$ cat src/vfp_pkg.sv
package vfp_pkg;

   // Slot positions inside one job's byte sequence, in send order
   localparam logic [2:0] SLOT_START   = 3'd0;
   localparam logic [2:0] SLOT_FRAME   = 3'd1;
   localparam logic [2:0] SLOT_LEN_LO  = 3'd2;
   localparam logic [2:0] SLOT_LEN_HI  = 3'd3;
   localparam logic [2:0] SLOT_PAIR    = 3'd4;
   localparam logic [2:0] SLOT_LEFT    = 3'd5;
   localparam logic [2:0] SLOT_CSUM    = 3'd6;
   localparam logic [2:0] SLOT_TRAILER = 3'd7;

   localparam int SLOT_COUNT = 8;

   // Packet framing bytes
   localparam logic [7:0] START_BYTE   = 8'h00;
   localparam logic [7:0] TRAILER_BYTE = 8'hFF;

   // Job queue between front and back
   localparam int QUEUE_DEPTH = 4;
   localparam int QUEUE_PTR_W = 2;
   localparam int QUEUE_CNT_W = 3;

   // One job: the bytes that a single accepted item causes
   typedef struct packed {
      logic [SLOT_COUNT-1:0] mask;  // slots to send, bit index = slot
      logic [7:0]            frame;
      logic [15:0]           len;
      logic [7:0]            pair;
      logic [7:0]            left;
      logic [7:0]            csum;
   } job_type;

endpackage

$ cat src/voxel_frame_packetizer_top.sv
// Voxel frame packetizer.
// req channel: one voxel per item, brightness in req_tdata (low nibble used).
// rsp channel: one packet byte per item; tuser marks the 0xFF trailer, tlast
// marks the final byte caused by one input voxel (voxels that only complete
// half a byte cause no output).
// csr channel: writes voxels_per_frame (0 acts as 1); always ready; write it
// only while no bytes are outstanding.
// Bytes pass from the job queue via a job register to the output register.
// Throughput: one voxel per cycle inside a frame; the rsp side sends one byte
// per cycle while the receiver is ready; the 4 header bytes and up to 3 trailer
// bytes at frame edges are absorbed by a 4-entry job queue between the intake
// front and the byte serializer; intake stalls only when that queue fills.
// Reset (synchronous) clears the frame position, frame number, checksum, queue
// and output valid flag, and reloads voxels_per_frame with 1331.
// A stalled receiver holds the output byte; the queue then fills and req_tready
// drops until bytes drain again.
module voxel_frame_packetizer_top #(
   parameter int FRAME_NUMBER_MODULUS = 64
) (
   input  logic        clock,
   input  logic        reset,
   input  logic        csr_valid,
   output logic        csr_ready,
   input  logic [15:0] csr_wdata,   // voxels_per_frame
   input  logic        req_tvalid,
   output logic        req_tready,
   input  logic [7:0]  req_tdata,   // [7:0] voxel_value
   output logic        rsp_tvalid,
   input  logic        rsp_tready,
   output logic [7:0]  rsp_tdata,   // [7:0] out_byte
   output logic        rsp_tuser,   // [0] packet_end
   output logic        rsp_tlast    // last_of_run
);

   vfp_pkg::job_type push_job;
   vfp_pkg::job_type head_job;
   logic             job_push;
   logic             q_full;
   logic             q_empty;
   logic             q_pop;

   assign csr_ready = 1'b1;

   vfp_front #(
      .FRAME_NUMBER_MODULUS(FRAME_NUMBER_MODULUS)
   ) u_front (
      .clock      (clock),
      .reset      (reset),
      .csr_valid  (csr_valid),
      .csr_wdata  (csr_wdata),
      .req_tvalid (req_tvalid),
      .req_tdata  (req_tdata),
      .req_tready (req_tready),
      .queue_full (q_full),
      .job_push   (job_push),
      .job        (push_job)
   );

   vfp_queue u_queue (
      .clock    (clock),
      .reset    (reset),
      .push     (job_push),
      .push_job (push_job),
      .full     (q_full),
      .pop      (q_pop),
      .empty    (q_empty),
      .head_job (head_job)
   );

   vfp_back u_back (
      .clock      (clock),
      .reset      (reset),
      .q_empty    (q_empty),
      .head_job   (head_job),
      .q_pop      (q_pop),
      .rsp_tvalid (rsp_tvalid),
      .rsp_tready (rsp_tready),
      .rsp_tdata  (rsp_tdata),
      .rsp_tuser  (rsp_tuser),
      .rsp_tlast  (rsp_tlast)
   );

endmodule

$ cat src/vfp_front.sv
module vfp_front #(
   parameter int FRAME_NUMBER_MODULUS = 64
) (
   input  logic              clock,
   input  logic              reset,
   input  logic              csr_valid,
   input  logic [15:0]       csr_wdata,
   input  logic              req_tvalid,
   input  logic [7:0]        req_tdata,
   output logic              req_tready,
   input  logic              queue_full,
   output logic              job_push,
   output vfp_pkg::job_type  job
);

   localparam int FW = (FRAME_NUMBER_MODULUS > 2) ? $clog2(FRAME_NUMBER_MODULUS) : 1;

   logic [15:0]   count_cfg_ff, count_cfg_in;
   logic [15:0]   pos_ff, pos_in;
   logic [FW-1:0] frame_ff, frame_in;
   logic [3:0]    pend_ff, pend_in;
   logic          wait_ff, wait_in;
   logic [7:0]    csum_ff, csum_in;

   logic [15:0]   count;
   logic [15:0]   len;
   logic [16:0]   len_sum;
   logic          first;
   logic          last;
   logic          wait_eff;
   logic [3:0]    pend_eff;
   logic [3:0]    nib;
   logic          w2;
   logic [3:0]    p2;
   logic          left_v;
   logic [7:0]    frame_byte;
   logic [7:0]    pair_byte;
   logic [7:0]    left_byte;
   logic [7:0]    csum_base;
   logic [7:0]    csum_after;
   logic          accept;

   assign req_tready = !queue_full;
   assign accept     = req_tvalid && req_tready;

   // Classify the item against the frame state
   always_comb begin
      count      = (count_cfg_ff == 16'd0) ? 16'd1 : count_cfg_ff;
      len_sum    = {1'b0, count} + 17'd1;
      len        = len_sum[16:1];
      nib        = req_tdata[3:0];
      first      = (pos_ff == 16'd0);
      last       = (({1'b0, pos_ff} + 17'd1) >= {1'b0, count});
      wait_eff   = first ? 1'b0 : wait_ff;
      pend_eff   = first ? 4'd0 : pend_ff;
      frame_byte = 8'(frame_ff);
      pair_byte  = {pend_eff, nib};
      w2         = !wait_eff;
      p2         = wait_eff ? 4'd0 : nib;
      left_v     = last && w2;
      left_byte  = {p2, 4'd0};
      csum_base  = first ? (frame_byte ^ len[7:0] ^ len[15:8]) : csum_ff;
      csum_after = csum_base ^ (wait_eff ? pair_byte : 8'd0) ^ (left_v ? left_byte : 8'd0);

      job.mask = {last, last, left_v, wait_eff, first, first, first, first};
      job.frame = frame_byte;
      job.len   = len;
      job.pair  = pair_byte;
      job.left  = left_byte;
      job.csum  = csum_after;
      job_push  = accept && (first || wait_eff || last);
   end

   // Frame state update
   always_comb begin
      count_cfg_in = csr_valid ? csr_wdata : count_cfg_ff;
      pos_in       = pos_ff;
      frame_in     = frame_ff;
      pend_in      = pend_ff;
      wait_in      = wait_ff;
      csum_in      = csum_ff;
      if (accept) begin
         if (last) begin
            pos_in   = 16'd0;
            frame_in = (frame_ff == FW'(FRAME_NUMBER_MODULUS - 1)) ? '0 : frame_ff + FW'(1);
            pend_in  = 4'd0;
            wait_in  = 1'b0;
            csum_in  = 8'd0;
         end else begin
            pos_in  = pos_ff + 16'd1;
            pend_in = p2;
            wait_in = w2;
            csum_in = csum_after;
         end
      end
   end

   always_ff @(posedge clock) begin
      if (reset) begin
         count_cfg_ff <= 16'd1331;
         pos_ff       <= 16'd0;
         frame_ff     <= '0;
         pend_ff      <= 4'd0;
         wait_ff      <= 1'b0;
         csum_ff      <= 8'd0;
      end else begin
         count_cfg_ff <= count_cfg_in;
         pos_ff       <= pos_in;
         frame_ff     <= frame_in;
         pend_ff      <= pend_in;
         wait_ff      <= wait_in;
         csum_ff      <= csum_in;
      end
   end

endmodule

$ cat src/vfp_queue.sv
module vfp_queue (
   input  logic              clock,
   input  logic              reset,
   input  logic              push,
   input  vfp_pkg::job_type  push_job,
   output logic              full,
   input  logic              pop,
   output logic              empty,
   output vfp_pkg::job_type  head_job
);

   vfp_pkg::job_type entry_ff [vfp_pkg::QUEUE_DEPTH];

   logic [vfp_pkg::QUEUE_PTR_W-1:0] wr_ptr_ff, wr_ptr_in;
   logic [vfp_pkg::QUEUE_PTR_W-1:0] rd_ptr_ff, rd_ptr_in;
   logic [vfp_pkg::QUEUE_CNT_W-1:0] cnt_ff, cnt_in;
   logic                            do_push;
   logic                            do_pop;

   assign full     = (cnt_ff == vfp_pkg::QUEUE_CNT_W'(vfp_pkg::QUEUE_DEPTH));
   assign empty    = (cnt_ff == '0);
   assign head_job = entry_ff[rd_ptr_ff];
   assign do_push  = push && !full;
   assign do_pop   = pop && !empty;

   // Pointer and fill count
   always_comb begin
      wr_ptr_in = do_push ? wr_ptr_ff + vfp_pkg::QUEUE_PTR_W'(1) : wr_ptr_ff;
      rd_ptr_in = do_pop ? rd_ptr_ff + vfp_pkg::QUEUE_PTR_W'(1) : rd_ptr_ff;
      cnt_in    = cnt_ff;
      if (do_push && !do_pop) begin
         cnt_in = cnt_ff + vfp_pkg::QUEUE_CNT_W'(1);
      end else if (do_pop && !do_push) begin
         cnt_in = cnt_ff - vfp_pkg::QUEUE_CNT_W'(1);
      end
   end

   always_ff @(posedge clock) begin
      if (reset) begin
         wr_ptr_ff <= '0;
         rd_ptr_ff <= '0;
         cnt_ff    <= '0;
      end else begin
         wr_ptr_ff <= wr_ptr_in;
         rd_ptr_ff <= rd_ptr_in;
         cnt_ff    <= cnt_in;
      end
   end

   // Entry storage
   always_ff @(posedge clock) begin
      if (do_push) begin
         entry_ff[wr_ptr_ff] <= push_job;
      end
   end

endmodule

$ cat src/vfp_back.sv
module vfp_back (
   input  logic              clock,
   input  logic              reset,
   input  logic              q_empty,
   input  vfp_pkg::job_type  head_job,
   output logic              q_pop,
   output logic              rsp_tvalid,
   input  logic              rsp_tready,
   output logic [7:0]        rsp_tdata,   // [7:0] out_byte
   output logic              rsp_tuser,   // [0] packet_end
   output logic              rsp_tlast    // last_of_run
);

   vfp_pkg::job_type job_ff, job_in;

   logic [vfp_pkg::SLOT_COUNT-1:0] mask_ff, mask_in;
   logic [vfp_pkg::SLOT_COUNT-1:0] rest;
   logic                           out_valid_ff, out_valid_in;
   logic [7:0]                     out_byte_ff;
   logic                           out_end_ff;
   logic                           out_last_ff;
   logic [2:0]                     slot;
   logic [7:0]                     byte_sel;
   logic                           can_send;
   logic                           emit;
   logic                           load;

   // Lowest pending slot goes next
   always_comb begin
      slot = 3'd0;
      for (int i = vfp_pkg::SLOT_COUNT - 1; i >= 0; i--) begin
         if (mask_ff[i]) begin
            slot = 3'(i);
         end
      end
      rest = mask_ff & ~(vfp_pkg::SLOT_COUNT'(1) << slot);
   end

   // Byte for the selected slot
   always_comb begin
      unique case (slot)
         vfp_pkg::SLOT_START:   byte_sel = vfp_pkg::START_BYTE;
         vfp_pkg::SLOT_FRAME:   byte_sel = job_ff.frame;
         vfp_pkg::SLOT_LEN_LO:  byte_sel = job_ff.len[7:0];
         vfp_pkg::SLOT_LEN_HI:  byte_sel = job_ff.len[15:8];
         vfp_pkg::SLOT_PAIR:    byte_sel = job_ff.pair;
         vfp_pkg::SLOT_LEFT:    byte_sel = job_ff.left;
         vfp_pkg::SLOT_CSUM:    byte_sel = job_ff.csum;
         vfp_pkg::SLOT_TRAILER: byte_sel = vfp_pkg::TRAILER_BYTE;
         default:               byte_sel = vfp_pkg::START_BYTE;
      endcase
   end

   // Send and refill control
   always_comb begin
      can_send     = !out_valid_ff || rsp_tready;
      emit         = can_send && (mask_ff != '0);
      load         = !q_empty && ((mask_ff == '0) || (emit && (rest == '0)));
      q_pop        = load;
      job_in       = load ? head_job : job_ff;
      mask_in      = load ? head_job.mask : (emit ? rest : mask_ff);
      out_valid_in = emit ? 1'b1 : (rsp_tready ? 1'b0 : out_valid_ff);
   end

   always_ff @(posedge clock) begin
      if (reset) begin
         mask_ff      <= '0;
         out_valid_ff <= 1'b0;
      end else begin
         mask_ff      <= mask_in;
         out_valid_ff <= out_valid_in;
      end
   end

   // Payload registers
   always_ff @(posedge clock) begin
      job_ff <= job_in;
      if (emit) begin
         out_byte_ff <= byte_sel;
         out_end_ff  <= (slot == vfp_pkg::SLOT_TRAILER);
         out_last_ff <= (rest == '0);
      end
   end

   assign rsp_tvalid = out_valid_ff;
   assign rsp_tdata  = out_byte_ff;
   assign rsp_tuser  = out_end_ff;
   assign rsp_tlast  = out_last_ff;

endmodule

$ cat config.mk
export PLATFORM = sky130hd
export DESIGN_NAME = voxel_frame_packetizer_top
export DESIGN_NICKNAME = d
export VERILOG_FILES = /design/src/vfp_pkg.sv /design/src/voxel_frame_packetizer_top.sv /design/src/vfp_front.sv /design/src/vfp_queue.sv /design/src/vfp_back.sv
export SDC_FILE = /design/constraint.sdc
export NUM_CORES = 1
export LEC_CHECK = 0
export BUFFER_PORTS_ARGS = -buffer_cell sky130_fd_sc_hd__buf_2
export CORE_UTILIZATION = 46
export CTS_CLUSTER_SIZE = 40
export DETAILED_ROUTE_END_ITERATION = 6
export GPL_TIMING_DRIVEN = 1
export PLACE_DENSITY = 0.68
export SKIP_CTS_REPAIR_TIMING = 1
export SLEW_MARGIN = 20
export SYNTH_ARGS = -nofsm -noshare
export SYNTH_HDL_FRONTEND = slang
export SYNTH_SLANG_ARGS = --single-unit
export TNS_END_PERCENT = 5
$ cat constraint.sdc
create_clock -name clock -period 5.23 [get_ports clock]
set_input_delay 0 -clock clock [delete_from_list [all_inputs] [get_ports clock]]
set_output_delay 0 -clock clock [all_outputs]
set_load 0.01 [all_outputs]
==> impl_metrics.yaml, run 1 <==
global_routing:
  grt_pass1_wl_um: 42300
  grt_start_max_net_pins: 60
  grt_pass1_vias: 7528
  grt_remaining_overflow: 0
  antenna_found_initial: 0
  grt_usage: 0.193
pwr:
  cellPowerDensity_nw_per_um2: 483
  ir_drop_v: 0.000306
  sw_frac_of_total: 0.298
  p_seq_frac: 0.483
  power.leakage_uw: 0.00519
  power.internal_uw: 5120
  pwr-share-comb: 0.221
  switching_power_uw: 2170
  clkPwrFrac: 0.295
floorplanning:
  start_util: 0.471
  coreArea_sq_um: 27900
  die_h_um: 171
  num_rows: 61
  die_area_sq_um: 29300
  die_w_um: 171
  ioPinCount: 42
route:
  drc: 0
  routed-via-count: 7917
  avgViaCountPerCell: 5.65
  routedWlPerCell_um: 20.1
  wl_um: 28200
  highest_layer: "met4"
  met1_length_um: 12400
  wl_met2_um: 13500
  drt_first_pass_iters: 5
  route.antenna.remaining_nets: 0
  drt-initial-drc-count: 672
  met3RoutedLength_um: 1470
outcome:
  violations: "hold timing"
  status: "finished, violations left"
yosys:
  ys_top_cells_by_area: "edfxtp_1, dfxtp_1, mux4_2"
  netlist_instances: 935
  synth.distinct_cells: 67
  ys_ff_latch: 305
  synthesis.nets: 989
  synth-edff-count: 236
  yosysSeqAreaShare: 0.644
  synthFlopType: "edfxtp_1"
  yosys_warnings: 0
  yosysTopAreaCellShare: 0.539
  synth_async_sr_flop_share: 0
  synth_area_sq_um: 13200
  synth_top_cell_by_area: "edfxtp_1"
  syn_avg_cell_area_sq_um: 14.1
timing:
  rsz0062_at_grt: "false"
  clock_skew_ns: 0.0154
  tightest_slew_ns: 1.10
  hold_ws_ns: -0.0107
  max_freq_mhz: 228
  fin_setup_tns_ns: 0
  slew_viol_final: 0
  min_period_over_period: 0.837
  max_slew_margin: 0.263
  timing.final.crit_period_ns: 4.38
  finalHoldViolCount: 1
  setup_viol: 0
setup_path:
  r2r_cells: 17
  critPathCaptureType: "flop"
  worstPathRequired_ns: 5.71
  crit_type: "flop to flop"
  cp-start-kind: "flop"
  crit_fanout: 9
  cp_data_arrival_time_ns: 4.86
clocking:
  cts_tree: "built"
  insertion_delay_ns: 0.56
  path_clk_slew_ns: 0.06
  numCtsBuffers: 30
  cts_sinks: 305
  htree_num_levels: 1
  clock_path_buffers: 3
  root_buffer: "clkbuf_16"
finish:
  antenna_cells: 0
  syn_to_final_growth_pct: 14.5
  nets: 1053
  drive_gt1_frac: 0.165
job:
  drv_cap: 0
placement:
  place.gp.congestion: 0.846
  dp_hpwl_um: 17700
  io_buffer_count: 36
worst_hold_path:
  hp-class: "input pin to flop"
  whs_path_depth: 2
critical path: stages, from the launching register on:
cell and delay (ns):
dfxtp_1 0.41, ha_1 0.28, nand4_1 0.19, nor2_1 0.22, nand2_1 0.09, xnor2_1 0.16, ha_1 0.30, nand3_1 0.18
or3_1 0.48, a21oi_4 0.34, nor3_4 0.09, a31oi_4 0.28, ha_1 0.24, inv_1 0.06, fa_1 0.37, xor2_1 0.17
or3_1 0.30, a21oi_1 0.13
placed cells by master (no fill, tap or decap), types with 19 or more instances in the layout:
cell and count:
xnor2_1 33, mux4_2 44, nand2_1 78, edfxtp_1 236, ha_1 24, dlygate4sd3_1 29, a21oi_1 41, nand3_1 41
buf_2 36, nand4_1 19, o21ai_0 34, inv_1 34, nor2_1 39, clkbuf_16 31, dfxtp_1 67
power by group through the flow:
| stage | Combinational, uW | Clock, uW | Sequential (uW) |
|---|---|---|---|
| finish | 1610 | 2150 | 3520 |
| global route | 1750 | 2290 | 3580 |
| CTS | 1600 | 2190 | 3530 |
| detailed placement | 1590 | 0 | 3580 |
| global placement | 1560 | 0 | 3570 |
| floorplan | 1180 | 0 | 3430 |
synthesized netlist by cell type, types with 17 or more instances:
cell and number:
inv_1 34, nand4_1 19, dfxtp_1 69, o21ai_0 34, xor2_1 17, edfxtp_1 236
a31oi_1 17, nand2_1 78, xnor2_1 33, nor4_1 17, nand3_1 41, mux4_2 44
a21oi_1 41, ha_1 24, clkbuf_1 25, nor2_1 40
logic make-up after synthesis:
family	share of synthesized area
AO/OA/AOI/OAI	0.0685
XOR/XNOR	0.0436
adder cells (fa/ha/maj)	0.0252
buffers and inverters	0.0250
flip-flops	0.644
multiplexers	0.0919
other	0.000285
AND/OR/NAND/NOR	0.102
metal layers:
layer / global-route usage / up-vias
met3: 0.0310 / 47
met1: 0.266 / 3935
met2: 0.310 / 235
li1: - / 3700
met5: 0 / -
met4: 0.0683 / 0
flip-flops by register name, summed over array words and instances, names as in the netlist, named ones only:
signal,cells
u_queue.wr_ptr_ff,2
u_back.rsp_tuser,1
u_front.pos_ff,16
u_back.rsp_tvalid,1
u_back.rsp_tlast,1
u_back.rsp_tdata,8
u_front.count_cfg_ff,16
u_back.mask_ff,8
u_queue.cnt_ff,3
u_queue.entry_ff,184
u_front.frame_ff,6
u_front.pend_ff,4
u_front.wait_ff,1
u_front.csum_ff,8
u_back.job_ff,42
u_queue.rd_ptr_ff,2
per-stage QoR:
stage | utilization | cell area, sq um | power, uW | setup slack (ns) | std cells
after floorplan | - | 13200 | 4610 | 0.785 | 935
after global placement | 0.493 | 13800 | 5130 | 0.953 | 1316
after detailed placement | 0.493 | 13800 | 5170 | 0.866 | 1316
after CTS | 0.529 | 14800 | 7330 | 0.845 | 1372
after global routing | 0.539 | 15100 | 7620 | 0.523 | 1401
final | 0.539 | 15100 | 7280 | 0.853 | 1401
cell type report:
| type | instances | area (sq um) |
|---|---|---|
| well taps | 378 | 473 |
| flip-flops and latches | 305 | 8470 |
| clock inverters | 21 | 209 |
| inverters | 35 | 131 |
| repair buffers | 78 | 618 |
| clock buffers | 35 | 791 |
| fillers | 2293 | 12900 |
| multi-input cells | 549 | 4370 |
path summary, 6_finish.rpt:
check / startpoint / endpoint / slack [ns]
setup / recovery: u_front.pos_ff[0]$_SDFFE_PP0P_ / u_queue.cnt_ff[2]$_SDFFE_PP0P_ / 0.85
hold / removal: csr_valid / u_front.count_cfg_ff[1]$_SDFFE_PP1P_ / -0.01
setup reg to reg: u_front.pos_ff[0]$_SDFFE_PP0P_ / u_queue.cnt_ff[2]$_SDFFE_PP0P_ / 0.85
hold reg to reg: u_front.csum_ff[7]$_SDFFE_PP0P_ / u_front.csum_ff[7]$_SDFFE_PP0P_ / 0.46
(Power assumes the default switching activity.)
==> run 2: changes to the inputs <==
--- a/config.mk
+++ b/config.mk
@@ -10,7 +10,7 @@
 export CTS_CLUSTER_SIZE = 40
 export DETAILED_ROUTE_END_ITERATION = 6
 export GPL_TIMING_DRIVEN = 1
-export PLACE_DENSITY = 0.68
+export PLACE_DENSITY = 0.7
 export SKIP_CTS_REPAIR_TIMING = 1
 export SLEW_MARGIN = 20
 export SYNTH_ARGS = -nofsm -noshare
==> constraint.sdc (replaced) <==
create_clock -name clock -period 3.55 [get_ports clock]
set_input_delay 0 -clock clock [delete_from_list [all_inputs] [get_ports clock]]
set_output_delay 0 -clock clock [all_outputs]
set_load 0.01 [all_outputs]
==> impl_metrics.yaml, run 2 (synthesis gave the netlist of run 1 again) <==
timing:
  max_slew_margin: 0.393
  max_freq_mhz: 274
  hold_ws_ns: -0.0436
  tightest_slew_ns: 0.904
  worst_slack_ns: -0.0949
  finalHoldViolCount: 10
  timing.final.crit_period_ns: 3.64
  rsz0062_at_grt: "true"
  min_period_over_period: 1.03
  clock_skew_ns: 0.0185
  setup_viol: 1
  slew_viol_final: 0
setup_path:
  critPathCaptureType: "flop"
  cpPeakStageDelay_ns: 0.40
  startpoint: "u_front.pos_ff[1]$_SDFFE_PP0P_"
  cp_data_arrival_time_ns: 4.12
  cp-start-kind: "flop"
  reg2reg_slack_ns: -0.09
  worstPathRequired_ns: 4.03
  r2r_cells: 17
  crit_fanout: 4
  reg2reg_to: "u_queue.cnt_ff[2]$_SDFFE_PP0P_"
  crit_type: "flop to flop"
  cp_slowest_cell: "or3_4"
  path_cells: "ha_2 > nand4_1 > nor2_4 > nand2_2 > xnor2_2 > ha_1 > nand3_2 > or3_4 > a21oi_4 > nor3_4 > a31oi_4 > ha_4 > inv_2 > fa_2 > xor2_1 > or3_1 > a21oi_1"
  timing.rr.start: "u_front.pos_ff[1]$_SDFFE_PP0P_"
finish:
  antenna_cells: 0
  final_cells: 1452
  n_fill_cell: 2254
  syn_to_final_growth_pct: 19.3
  nets: 1103
  largest_register_ffs: 184
  layout_commonest_cell: "edfxtp_1"
  stdcell_area_sq_um: 15700
  final_cell_mix: "edfxtp_1, nand2_1, dfxtp_1"
  drive_gt1_frac: 0.221
  top_regs: "u_queue.entry_ff: 184 flops, u_back.job_ff: 42 flops"
  regMostFlops: "u_queue.entry_ff"
global_routing:
  grt_pass1_wl_um: 44300
  antenna_found_initial: 0
  grt_pass1_vias: 7938
  grt_usage: 0.201
  grt_start_max_net_pins: 59
  grt_remaining_overflow: 0
placement:
  place.gp.congestion: 0.869
  dp_hpwl_um: 18800
  placed_area_sq_um: 14100
  io_buffer_count: 36
  place_inst: 1352
pwr:
  cellPowerDensity_nw_per_um2: 703
  power.leakage_uw: 0.00552
  ir_drop_v: 0.000401
floorplanning:
  die_h_um: 171
  num_rows: 61
  coreArea_sq_um: 27900
  start_util: 0.471
  die_area_sq_um: 29300
  ioPinCount: 42
  die_w_um: 171
clocking:
  insertion_delay_ns: 0.57
  cts_tree: "built"
  path_clk_slew_ns: 0.06
  clock_path_buffers: 3
  htree_num_levels: 1
  numCtsBuffers: 31
  root_buffer: "clkbuf_16"
  cts_sinks: 305
route:
  routedWlPerCell_um: 20.1
  drt-initial-drc-count: 735
  routed-via-count: 8231
  route.antenna.remaining_nets: 0
  drc: 2
  drt_first_pass_iters: 7
  avgViaCountPerCell: 5.67
  wl_um: 29200
worst_hold_path:
  hp-class: "input pin to flop"
  min-delay-start: "csr_valid"
  whs_path_depth: 2
  min_to: "u_front.count_cfg_ff[4]$_SDFFE_PP1P_"
outcome:
  violations: "DRC, hold timing, setup timing"
  status: "finished, violations left"
job:
  drv_cap: 0
## run 2: cell count changes in the layout (fill, tap and decap cells not counted), moves of 3 or more
cell and delta:
buf_4 +41, clkinv_4 -4, dfxtp_2 +3, xor2_1 -3, dfxtp_1 -3, clkinv_1 +5
buf_12 +5
## run 2: worst max-delay path: cells and delay by family (launching register included)
family	cells	cell delay, ns
AND/OR/NAND/NOR	7	1.33
XOR/XNOR	2	0.31
AO/OA/AOI/OAI	3	0.50
buffers and inverters	1	0.04
adder cells (fa/ha/maj)	4	1.02
flip-flops	1	0.35
## run 2: area by class of cell
cell class / instances / area, sq um / area share
clock buffers: 35 / 791 / 0.0504
clock inverters: 23 / 254 / 0.0162
inverters: 35 / 131 / 0.00837
multi-input cells: 549 / 4490 / 0.286
flip-flops and latches: 305 / 8480 / 0.540
well taps: 378 / 473 / 0.0301
repair buffers: 127 / 1070 / 0.0683
## run 2: stage by stage
stage | setup TNS [ns] | util | hold WS, ns | total power, uW | worst slack (ns)
detailed placement | -0.869 | 0.506 | 0.224 | 7710 | -0.109
global route | -0.782 | 0.562 | -0.00131 | 11500 | -0.250
CTS | -1.54 | 0.543 | -0.358 | 11000 | -0.162
finish | -0.0949 | 0.562 | -0.0436 | 11000 | -0.0949
global placement | -0.0374 | 0.506 | 0.218 | 7640 | -0.0374
floorplan | -12.68 | - | 0.0989 | 6790 | -0.203
## run 2: worst max-delay path by stage
stage | to | slack [ns] | depth (start not counted)
after floorplan | u_queue.cnt_ff[2]$_SDFFE_PP0P_ | -0.20 | 16
after global routing | u_queue.cnt_ff[2]$_SDFFE_PP0P_ | -0.25 | 17
after CTS | u_queue.cnt_ff[2]$_SDFFE_PP0P_ | -0.16 | 16
after detailed placement | u_queue.cnt_ff[2]$_SDFFE_PP0P_ | -0.11 | 17
final | u_queue.cnt_ff[2]$_SDFFE_PP0P_ | -0.09 | 17
after global placement | u_queue.cnt_ff[2]$_SDFFE_PP0P_ | -0.04 | 17
## run 2: report_power, final
group	total, uW	internal [uW]	switching [uW]
clock	3320	1970	1350
sequential	5170	4770	401
combinational	2530	1040	1490
## run 2: metal layers
metal,GRT usage,share of wire,vias up
met4,0.0609,0.025,0
met3,0.0285,0.058,54
met2,0.335,0.49,299
met5,0,0,-
met1,0.272,0.43,4086
li1,-,-,3792
==> run 3: changes to the inputs <==
--- a/config.mk
+++ b/config.mk
@@ -6,11 +6,10 @@
 export NUM_CORES = 1
 export LEC_CHECK = 0
 export BUFFER_PORTS_ARGS = -buffer_cell sky130_fd_sc_hd__buf_2
-export CORE_UTILIZATION = 46
-export CTS_CLUSTER_SIZE = 40
+export CORE_UTILIZATION = 52
 export DETAILED_ROUTE_END_ITERATION = 6
 export GPL_TIMING_DRIVEN = 1
-export PLACE_DENSITY = 0.7
+export PLACE_DENSITY = 0.77
 export SKIP_CTS_REPAIR_TIMING = 1
 export SLEW_MARGIN = 20
 export SYNTH_ARGS = -nofsm -noshare
==> constraint.sdc (replaced) <==
create_clock -name clock -period 3.1 [get_ports clock]
set_input_delay 0 -clock clock [delete_from_list [all_inputs] [get_ports clock]]
set_output_delay 0 -clock clock [all_outputs]
set_load 0.01 [all_outputs]
==> impl_metrics.yaml, run 3 (synthesis gave the netlist of run 1 again) <==
global_routing:
  grt_remaining_overflow: 0
  grt_usage: 0.231
  grt_start_max_net_pins: 43
  antenna_found_initial: 0
  grt_pass1_vias: 8336
  grt_pass1_wl_um: 45900
finish:
  nets: 1125
  syn_to_final_growth_pct: 19.4
  drive_gt1_frac: 0.231
  regArea_sq_um: 8480
  largest_register_ffs: 184
  top_regs: "u_queue.entry_ff: 184 flops, u_back.job_ff: 42 flops"
  n_fill_cell: 1723
  antenna_cells: 0
  final_cell_mix: "edfxtp_1, nand2_1, buf_4"
  multi_input_area_sq_um: 4440
  regMostFlops: "u_queue.entry_ff"
  stdcell_area_sq_um: 15700
  layout_commonest_cell: "edfxtp_1"
setup_path:
  cpPeakStageDelay_ns: 0.39
  timing.rr.start: "u_front.pos_ff[0]$_SDFFE_PP0P_"
  cp-start-kind: "flop"
  crit_fanout: 4
  cp_data_arrival_time_ns: 4.03
  r2r_cells: 16
  reg2reg_to: "u_queue.cnt_ff[2]$_SDFFE_PP0P_"
  path_cells: "nand4_1 > nor3_4 > and3_1 > xor2_1 > ha_1 > nand3_2 > buf_4 > a2111oi_4 > nor3_4 > a31oi_4 > ha_4 > inv_2 > fa_2 > xor2_1 > or3_1 > a21oi_2"
  critPathCaptureType: "flop"
  crit_type: "flop to flop"
  reg2reg_slack_ns: -0.44
  cp_slowest_cell: "a2111oi_4"
  worstPathRequired_ns: 3.59
clocking:
  root_buffer: "clkbuf_16"
  numCtsBuffers: 30
  cts_sinks: 305
  cts_tree: "built"
  htree_num_levels: 1
  path_clk_slew_ns: 0.06
  insertion_delay_ns: 0.57
  clock_path_buffers: 3
timing:
  rsz0062_at_grt: "true"
  hold_ws_ns: -0.0185
  max_slew_margin: 0.407
  setup_viol: 213
  tightest_slew_ns: 0.888
  slew_viol_final: 0
  clock_skew_ns: 0.0163
  finalHoldViolCount: 9
  worst_slack_ns: -0.444
  timing.final.crit_period_ns: 3.54
  min_period_over_period: 1.14
  max_freq_mhz: 282
route:
  drt-initial-drc-count: 796
  wl_um: 29800
  drt_first_pass_iters: 5
  route.antenna.remaining_nets: 0
  avgViaCountPerCell: 5.97
  drc: 0
  routed-via-count: 8467
  routedWlPerCell_um: 21.0
floorplanning:
  num_rows: 57
  die_w_um: 161
  start_util: 0.536
  die_area_sq_um: 25900
  ioPinCount: 42
  die_h_um: 161
  coreArea_sq_um: 24500
outcome:
  violations: "hold timing, setup timing"
  status: "finished, violations left"
worst_hold_path:
  hp-class: "input pin to flop"
  min-delay-start: "csr_valid"
  min_to: "u_front.count_cfg_ff[0]$_SDFFE_PP1P_"
  whs_path_depth: 3
job:
  drv_cap: 0
placement:
  dp_slack_ns: -0.537
  place.gp.congestion: 0.927
  io_buffer_count: 36
  dp_hpwl_um: 19400
  placed_area_sq_um: 14300
pwr:
  ir_drop_v: 0.000597
  cellPowerDensity_nw_per_um2: 807
  power.leakage_uw: 0.00560
## run 3: changes by cell type in the layout (fill, tap and decap cells not counted), moves of 3 or more
cell,before,now
xor2_1,14,17
buf_4,50,76
clkinv_2,6,3
clkbuf_1,4,9
clkinv_1,8,2
## run 3: how the worst max path moves through the flow
stage,startpoint,end,cells after the start
5_1_grt,u_front.pos_ff[0]$_SDFFE_PP0P_,u_queue.cnt_ff[2]$_SDFFE_PP0P_,17
3_5_place_dp,u_front.pos_ff[1]$_SDFFE_PP0P_,u_queue.cnt_ff[2]$_SDFFE_PP0P_,17
4_1_cts,u_front.pos_ff[1]$_SDFFE_PP0P_,u_queue.cnt_ff[2]$_SDFFE_PP0P_,17
3_3_place_gp,u_front.pos_ff[1]$_SDFFE_PP0P_,u_queue.cnt_ff[2]$_SDFFE_PP0P_,17
2_1_floorplan,u_front.pos_ff[5]$_SDFFE_PP0P_,u_queue.cnt_ff[2]$_SDFFE_PP0P_,16
6_report,u_front.pos_ff[0]$_SDFFE_PP0P_,u_queue.cnt_ff[2]$_SDFFE_PP0P_,16
## run 3: cell type report
cell class | instances | share of cell area
flip-flops and latches | 305 | 0.540
repair buffers | 150 | 0.0767
inverters | 35 | 0.00837
well taps | 324 | 0.0258
clock inverters | 15 | 0.0136
multi-input cells | 549 | 0.283
clock buffers | 41 | 0.0524
## run 3: routing by layer
layer  vias up  wire length, um  share of wire  global-route usage
met3        74             1970          0.066              0.0357
li1       3842                -              -                   -
met1      4194            12000           0.40               0.305
met4         0             1010          0.034              0.0875
met2       357            14800           0.50               0.389
met5         -                0              0                   0
## run 3: report_power, final
part	internal, uW	switching (uW)
Sequential	5460	410
Clock	2210	1540
Combinational	1240	1800
Total	8920	3750
## run 3: stage by stage
stage               cells  utilization  power, uW  setup TNS [ns]
floorplan             935            -       7780          -96.43
global route         1419        0.640      13200          -86.78
finish               1419        0.640      12700          -28.21
CTS                  1388        0.625      12700          -43.84
detailed placement   1332        0.583       8890          -40.62
global placement     1332        0.583       8780          -25.72
## run 3: critical path, delay by kind of cell, from the launching register on
family	cells	cell delay, ns
simple gates	6	1.17
fa+ha+maj	3	0.70
compound gates	3	0.68
flops	1	0.36
xor+xnor	2	0.35
buf+inv	2	0.19
